==> config.mk <==
export PLATFORM = sky130hd
export DESIGN_NAME = humidity_sensor_frame_check_convert_flat
export DESIGN_NICKNAME = d
export VERILOG_FILES = /design/src/hw/rtl/hsfc_pkg.sv /design/src/hw/rtl/hsfc_if.sv /design/src/hw/rtl/hsfc_frame_check.sv /design/src/hw/rtl/hsfc_convert.sv /design/src/hw/rtl/humidity_sensor_frame_check_convert.sv /design/src/flat_wrapper.sv
export SDC_FILE = /design/constraint.sdc
export NUM_CORES = 1
export LEC_CHECK = 0
export CAP_MARGIN = 5
export CORE_MARGIN = 3
export CORE_UTILIZATION = 50
export DETAILED_ROUTE_END_ITERATION = 6
export DONT_BUFFER_PORTS = 1
export GPL_ROUTABILITY_DRIVEN = 0
export PLACE_DENSITY = 0.66
export SETUP_SLACK_MARGIN = 0.15
export SKIP_LAST_GASP = 1
export SYNTH_ARGS = -nofsm -noshare
export SYNTH_HDL_FRONTEND = slang
export SYNTH_SLANG_ARGS = --single-unit
==> constraint.sdc <==
create_clock -name clk -period 16.1 [get_ports clk]
set_clock_uncertainty 0.05 [all_clocks]
set_input_delay 3.22 -clock clk [delete_from_list [all_inputs] [get_ports clk]]
set_output_delay 3.22 -clock clk [all_outputs]
set_load 0.005 [all_outputs]
==> src/hw/rtl/hsfc_pkg.sv <==
// Shared types, constants and functions for the humidity sensor frame checker.
// Holds the CRC-8 byte function, the status codes and the conversion constants.
// No dependencies.
package hsfc_pkg;

  localparam logic [7:0] CRC_POLY = 8'h31;
  localparam int unsigned RAW_W = 16;
  localparam int unsigned HUND_W = 15;
  localparam logic [14:0] TEMP_SCALE = 15'd17525;
  localparam logic [13:0] HUM_SCALE = 14'd12500;
  localparam logic signed [15:0] TEMP_OFFSET = 16'sd4685;
  localparam logic signed [15:0] HUM_OFFSET = 16'sd600;

  typedef enum logic [1:0] {
    STATUS_OK       = 2'd0,
    STATUS_BUS_FAIL = 2'd1,
    STATUS_CRC_FAIL = 2'd2
  } status_t;

  typedef logic signed [HUND_W-1:0] hundredths_t;
  typedef logic [RAW_W-1:0] raw_t;

  typedef struct packed {
    status_t status;
    logic    store;
  } check_t;

  function automatic logic [7:0] crc8_byte(input logic [7:0] crc, input logic [7:0] data);
    logic [7:0] c;
    c = crc ^ data;
    for (int i = 0; i < 8; i++) begin
      if (c[7]) begin
        c = {c[6:0], 1'b0} ^ CRC_POLY;
      end else begin
        c = {c[6:0], 1'b0};
      end
    end
    return c;
  endfunction

endpackage

==> src/hw/rtl/hsfc_if.sv <==
// Valid/ready channel interfaces for sensor frames and conversion results.
// No dependencies.
interface hsfc_in_if;
  logic       valid;
  logic       ready;
  logic       measure_kind;
  logic       transfer_ok;
  logic [7:0] value_high;
  logic [7:0] value_low;
  logic [7:0] check_byte;
  logic [7:0] extra_temp_high;
  logic [7:0] extra_temp_low;

  modport source(output valid, measure_kind, transfer_ok, value_high, value_low,
                 check_byte, extra_temp_high, extra_temp_low, input ready);
  modport sink(input valid, measure_kind, transfer_ok, value_high, value_low,
               check_byte, extra_temp_high, extra_temp_low, output ready);
endinterface

interface hsfc_out_if;
  logic               valid;
  logic               ready;
  logic [1:0]         status;
  logic               result_kind;
  logic signed [14:0] temperature_hundredths;
  logic signed [14:0] humidity_hundredths;

  modport source(output valid, status, result_kind, temperature_hundredths,
                 humidity_hundredths, input ready);
  modport sink(input valid, status, result_kind, temperature_hundredths,
               humidity_hundredths, output ready);
endinterface

==> src/hw/rtl/hsfc_frame_check.sv <==
// Bus status and CRC-8 check of one registered sensor frame.
// Depends on hsfc_pkg for crc8_byte and the status codes.
module hsfc_frame_check
  import hsfc_pkg::*;
(
  input  logic       transfer_ok,
  input  logic [7:0] value_high,
  input  logic [7:0] value_low,
  input  logic [7:0] check_byte,
  output check_t     check
);

  logic [7:0] crc;

  assign crc = crc8_byte(crc8_byte(8'h00, value_high), value_low);

  always_comb begin
    priority if (!transfer_ok) begin
      check.status = STATUS_BUS_FAIL;
      check.store  = 1'b0;
    end else if (crc != check_byte) begin
      check.status = STATUS_CRC_FAIL;
      check.store  = 1'b0;
    end else begin
      check.status = STATUS_OK;
      check.store  = 1'b1;
    end
  end

endmodule

==> src/hw/rtl/hsfc_convert.sv <==
// Fixed-point conversion of raw readings to hundredths of a degree and of a percent.
// Depends on hsfc_pkg for the scale and offset constants.
module hsfc_convert
  import hsfc_pkg::*;
(
  input  logic        measure_kind,
  input  raw_t        value_raw,
  input  raw_t        extra_raw,
  output hundredths_t temperature,
  output hundredths_t humidity
);

  raw_t               temp_raw;
  logic [30:0]        temp_prod;
  logic [29:0]        hum_prod;
  logic signed [15:0] temp_wide;
  logic signed [15:0] hum_wide;

  // A humidity frame carries its temperature in the extra bytes.
  assign temp_raw  = measure_kind ? extra_raw : value_raw;
  assign temp_prod = 31'(TEMP_SCALE) * 31'(temp_raw);
  assign hum_prod  = 30'(HUM_SCALE) * 30'(value_raw);

  assign temp_wide = signed'({1'b0, temp_prod[30:16]}) - TEMP_OFFSET;
  assign hum_wide  = signed'({2'b00, hum_prod[29:16]}) - HUM_OFFSET;

  assign temperature = temp_wide[HUND_W-1:0];
  assign humidity    = hum_wide[HUND_W-1:0];

endmodule

==> src/hw/rtl/humidity_sensor_frame_check_convert.sv <==
// Top level of the sensor frame checker: input register, check and conversion, result register.
// Depends on hsfc_pkg, hsfc_if, hsfc_frame_check and hsfc_convert.
//
//   channel  role    contents
//   frame    sink    kind, bus flag, data bytes, CRC byte, extra temperature bytes
//   result   source  status, kind, last good temperature and humidity
//
// A frame passes from acceptance through the input register and then the result register
// to its result; one frame is taken every cycle while the result is not stalled.
// The kept temperature and humidity are updated as a good frame passes into the result
// register (humidity only by a humidity frame), so the next frame sees them at once.
// A stalled result holds the result register; the input register still fills behind it.
// Reset clears the valid flags and the kept values to zero.
module humidity_sensor_frame_check_convert
  import hsfc_pkg::*;
(
  input  logic clk,
  input  logic rst,
  hsfc_in_if.sink    frame,
  hsfc_out_if.source result
);

  logic        s1_valid;
  logic        s1_kind;
  logic        s1_ok;
  raw_t        s1_value;
  raw_t        s1_extra;
  logic [7:0]  s1_check;
  logic        s1_advance;
  check_t      check;
  hundredths_t conv_temp;
  hundredths_t conv_hum;
  hundredths_t kept_temp;
  hundredths_t kept_hum;
  hundredths_t kept_temp_next;
  hundredths_t kept_hum_next;
  logic        out_valid;

  assign s1_advance  = !out_valid || result.ready;
  assign frame.ready = !s1_valid || s1_advance;

  always_ff @(posedge clk) begin
    if (rst) begin
      s1_valid <= 1'b0;
    end else if (frame.ready) begin
      s1_valid <= frame.valid;
    end
  end

  always_ff @(posedge clk) begin
    if (frame.valid && frame.ready) begin
      s1_kind  <= frame.measure_kind;
      s1_ok    <= frame.transfer_ok;
      s1_value <= {frame.value_high, frame.value_low};
      s1_extra <= {frame.extra_temp_high, frame.extra_temp_low};
      s1_check <= frame.check_byte;
    end
  end

  hsfc_frame_check u_check (
    .transfer_ok (s1_ok),
    .value_high  (s1_value[15:8]),
    .value_low   (s1_value[7:0]),
    .check_byte  (s1_check),
    .check       (check)
  );

  hsfc_convert u_convert (
    .measure_kind (s1_kind),
    .value_raw    (s1_value),
    .extra_raw    (s1_extra),
    .temperature  (conv_temp),
    .humidity     (conv_hum)
  );

  always_comb begin
    kept_temp_next = kept_temp;
    kept_hum_next  = kept_hum;
    if (check.store) begin
      kept_temp_next = conv_temp;
      if (s1_kind) begin
        kept_hum_next = conv_hum;
      end
    end
  end

  always_ff @(posedge clk) begin
    if (rst) begin
      kept_temp <= '0;
      kept_hum  <= '0;
      out_valid <= 1'b0;
    end else begin
      if (s1_advance) begin
        out_valid <= s1_valid;
      end
      if (s1_valid && s1_advance) begin
        kept_temp <= kept_temp_next;
        kept_hum  <= kept_hum_next;
      end
    end
  end

  always_ff @(posedge clk) begin
    if (s1_valid && s1_advance) begin
      result.status                 <= check.status;
      result.result_kind            <= s1_kind;
      result.temperature_hundredths <= kept_temp_next;
      result.humidity_hundredths    <= kept_hum_next;
    end
  end

  assign result.valid = out_valid;

  a_kept_hold_on_fail: assert property (@(posedge clk) disable iff (rst)
    (s1_valid && s1_advance && !check.store)
      |=> (kept_temp == $past(kept_temp) && kept_hum == $past(kept_hum)))
    else $error("kept values changed on a rejected frame");

  a_hum_hold_on_temp: assert property (@(posedge clk) disable iff (rst)
    (s1_valid && s1_advance && !s1_kind) |=> (kept_hum == $past(kept_hum)))
    else $error("humidity changed on a temperature frame");

  a_stage_moves: assert property (@(posedge clk) disable iff (rst)
    (s1_valid && s1_advance) |=> out_valid)
    else $error("frame lost between input and result register");

  a_result_matches_kept: assert property (@(posedge clk) disable iff (rst)
    $past(s1_valid && s1_advance)
      |-> (result.temperature_hundredths == kept_temp
           && result.humidity_hundredths == kept_hum))
    else $error("result does not show the kept values");

  a_status_code: assert property (@(posedge clk) disable iff (rst)
    out_valid |-> !(result.status[1] && result.status[0]))
    else $error("undefined status code on the result");

endmodule

==> src/flat_wrapper.sv <==
// flat-port wrapper written by rule: the top's interface ports become plain ports
module humidity_sensor_frame_check_convert_flat import hsfc_pkg::*;
  (clk, rst, frame_valid, frame_measure_kind, frame_transfer_ok, frame_value_high, frame_value_low, frame_check_byte, frame_extra_temp_high, frame_extra_temp_low, frame_ready, result_valid, result_status, result_result_kind, result_temperature_hundredths, result_humidity_hundredths, result_ready);
  hsfc_in_if frame_i ();
  hsfc_out_if result_i ();
  input  logic clk;
  input  logic rst;
  input wire logic [$bits(frame_i.valid)-1:0] frame_valid;
  input wire logic [$bits(frame_i.measure_kind)-1:0] frame_measure_kind;
  input wire logic [$bits(frame_i.transfer_ok)-1:0] frame_transfer_ok;
  input wire logic [$bits(frame_i.value_high)-1:0] frame_value_high;
  input wire logic [$bits(frame_i.value_low)-1:0] frame_value_low;
  input wire logic [$bits(frame_i.check_byte)-1:0] frame_check_byte;
  input wire logic [$bits(frame_i.extra_temp_high)-1:0] frame_extra_temp_high;
  input wire logic [$bits(frame_i.extra_temp_low)-1:0] frame_extra_temp_low;
  output wire logic [$bits(frame_i.ready)-1:0] frame_ready;
  output wire logic [$bits(result_i.valid)-1:0] result_valid;
  output wire logic [$bits(result_i.status)-1:0] result_status;
  output wire logic [$bits(result_i.result_kind)-1:0] result_result_kind;
  output wire logic [$bits(result_i.temperature_hundredths)-1:0] result_temperature_hundredths;
  output wire logic [$bits(result_i.humidity_hundredths)-1:0] result_humidity_hundredths;
  input wire logic [$bits(result_i.ready)-1:0] result_ready;
  assign frame_i.valid = frame_valid;
  assign frame_i.measure_kind = frame_measure_kind;
  assign frame_i.transfer_ok = frame_transfer_ok;
  assign frame_i.value_high = frame_value_high;
  assign frame_i.value_low = frame_value_low;
  assign frame_i.check_byte = frame_check_byte;
  assign frame_i.extra_temp_high = frame_extra_temp_high;
  assign frame_i.extra_temp_low = frame_extra_temp_low;
  assign frame_ready = frame_i.ready;
  assign result_valid = result_i.valid;
  assign result_status = result_i.status;
  assign result_result_kind = result_i.result_kind;
  assign result_temperature_hundredths = result_i.temperature_hundredths;
  assign result_humidity_hundredths = result_i.humidity_hundredths;
  assign result_i.ready = result_ready;
  humidity_sensor_frame_check_convert u_core (.clk(clk), .rst(rst), .frame(frame_i), .result(result_i));
endmodule
==> results.md <==
- Setup TNS: 0 ns
- Cells on Worst Hold Path: 2
- Synthesis-to-layout area growth: 5.29%
- Critical path arrival: 8.02 ns
- Max-cap viol count: 0
- Initial antenna violation count: 3
- DP HPWL: 20.6 mm
- R2R cell count: 27
- Final Cell Area: 12600 µm²
- Routed Antenna Nets: 0
- Slowest CP cell: edfxtp_1
- Most common cell after layout, fill and taps aside: ha_1
- Fin. max-slew vios: 0
- Via count: 8187
- Die Wd: 161 µm
- Later-pin clock latency in the skew report: 0.36 ns
- Status: complete, no violations
- Share of cells above drive strength 1: 5.23%
- Port Buf Inserts: 0
- Floorplan Core Area: 23500 µm²
- Crit. End Element: register
- DR vias/cell: 5.37
- FP Rows: 56
- Worst flop-to-flop path startpoint: u_core.s1_kind
- Routed WL per cell: 16.1 µm
- Startpoint types: register
- Most frequent cells in the layout: 226 x ha_1, 212 x inv_1, 100 x nand2_1
- Nets: 1569
- Synth area leader: ha_1
- Io pins: 81
- Initial Utilization: 51.0%
- Post-synth top area share: 23.5%
- 1st-pass router iterations: 5
- Synth area leaders: ha_1 24%, edfxtp_1 19%, fa_1 16%
- Synthesis Warnings: 0
- Die area: 25900 µm²
- Hold_buf cts: 0
- Syn Nets: 1577
- CTS Buf Count: 9
- Critical path required time: 16.13 ns
- Root buffer cell: clkbuf_16
- Number of enable flip-flop cells after synthesis: 75
- Hold WC Path Type: register to register
- Clk sink count: 107
- Initial DRC count: 384
- Critical path type: register to register
- Clk slew on worst S/H paths: 0.09 ns
- Reg-to-reg endpoint: u_core.result.temperature_hundredths[14]
- First-pass GRT wire length: 41.2 mm
- RSZ-0062 raised after global routing: false
- Critical path's largest stage delay: 0.91 ns
- Gr ovfl total: 0
- Largest net degree at the start of global routing: 43
- Final Hold Vio Count: 0
- H-tree depth: 3
- Resized Gates After CTS: 0
- CTS tree: yes
- Clock Path Buffers: 2
- Setup violators final: 0
- Worst-Margin Slew: 1.05 ns
- Die Y: 161 µm
- Yosys reg bits: 107
- Sequential area share after synthesis: 24.1%
- Final period util: 49.6%
- Hold Path Origin: u_core.kept_hum[14]
- Hold Path Sink: u_core.kept_hum[14]
- Tot GR Track Use: 19.6%
- Synthesized area: 12000 µm²
- R2r setup slk: 8.11 ns
- Overall routed net length: 24.5 mm
- Crit path max fanout: 20
- Fraction of registers with async set/reset: 0%
- Dpl cell area: 12300 µm²
- Leading register cell type out of synthesis: edfxtp_1
- Avg Synthesized Cell Area: 9.95 µm²
- Fmax: 125 MHz
- Most common cell on crit path: inv_1
- Min cycle time layout: 7.99 ns
- DRC: 0
- Worst slew margin: 30.2%
- Synth cell types: 69
- Post-CTS Setup Bufs: 0
- Vias in the first global route: 8254
- Synthesized instance count: 1207
Yosys cell counts (all sizes together), types with 4 or more instances:
cell	instances
ha	226
inv	213
nand2	101
fa	98
edfxtp	75
a21oi	60
nor2	54
xnor2	49
o21ai	48
dfxtp	32
mux2	25
xor2	22
clkbuf	17
nor3	15
a211oi	14
mux2i	12
a21o	11
nand4	11
and3	9
nand2b	8
nand3	8
o211ai	8
or2	7
and2	6
o21a	6
a21boi	5
o22ai	5
or3	5
a31oi	4
nor4	4
or3b	4
sequential cells by signal, indices dropped and copies added (netlist names):
name                                  count
u_core.s1_extra                          16
u_core.kept_temp                         15
u_core.s1_value                          16
u_core.result.valid                       1
u_core.s1_valid                           1
u_core.result.result_kind                 1
u_core.s1_check                           8
u_core.s1_kind                            1
u_core.result.temperature_hundredths     15
u_core.s1_ok                              1
u_core.result.status                      2
u_core.result.humidity_hundredths        15
u_core.kept_hum                          15
area by class of cell:
cell class	instances	area (µm²)
fillers	2126	10900
multi-input cells	867	8240
flip-flops and latches	107	2890
inverters	213	800
well taps	319	399
clock buffers	9	225
clock inverters	7	82.6
repair buffers	1	7.51
diodes	1	2.50
through the flow:
step	cells	setup slack, ns	util (%)	hold WS (ns)
final	1524	8.11	53.7	0.398
after global routing	1524	7.50	53.7	0.421
after CTS	1523	8.09	53.7	0.400
after detailed placement	1507	8.09	52.4	0.387
after global placement	1507	8.30	52.4	0.378
after floorplan	1207	8.71	-	0.378
cells by family (layout without fill, tap and decap cells):
| group | count (synthesis) | after routing | share of synthesized area, % |
|---|---|---|---|
| buf+inv | 233 | 230 | 7.34 |
| simple gates | 246 | 246 | 9.70 |
| other cells | 0 | 1 | 0 |
| flops | 107 | 107 | 24.1 |
| fa+ha+maj | 324 | 324 | 39.9 |
| xor+xnor | 73 | 73 | 5.72 |
| compound gates | 187 | 187 | 9.96 |
| mux | 37 | 37 | 3.34 |
routing by layer:
metal | global-route usage, % | vias to the layer above | part of all wire [%]
li1 | - | 4092 | -
met1 | 28.4 | 3899 | 50
met2 | 31.0 | 167 | 44
met3 | 3.46 | 27 | 3.9
met4 | 4.18 | 2 | 1.6
met5 | 0 | - | 0.053
critical path, delay by kind of cell, from the launching register on:
kind                       cells  cell delay (ns)
AOI/OAI and AO/OA              8             1.47
xor gates and xnor gates       1             0.19
adders and majority gates      8             3.18
buffers and inverters          6             0.49
DFF                            1             0.91
muxes                          1             0.50
and+or+nand+nor                3             0.90
worst max path at each step:
stage	start	end	slack, ns	cells past startpoint
2_1_floorplan	u_core.s1_kind	u_core.result.temperature_hundredths[14]	8.71	29
3_3_place_gp	u_core.s1_kind	u_core.result.temperature_hundredths[14]	8.30	27
3_5_place_dp	u_core.s1_kind	u_core.result.temperature_hundredths[14]	8.09	27
4_1_cts	u_core.s1_kind	u_core.result.temperature_hundredths[14]	8.09	27
5_1_grt	u_core.s1_kind	u_core.result.temperature_hundredths[14]	7.50	27
6_report	u_core.s1_kind	u_core.result.temperature_hundredths[14]	8.11	27
Power is not shown: default switching activity piles up to over one toggle a cycle in this logic, so the estimate is an artifact.
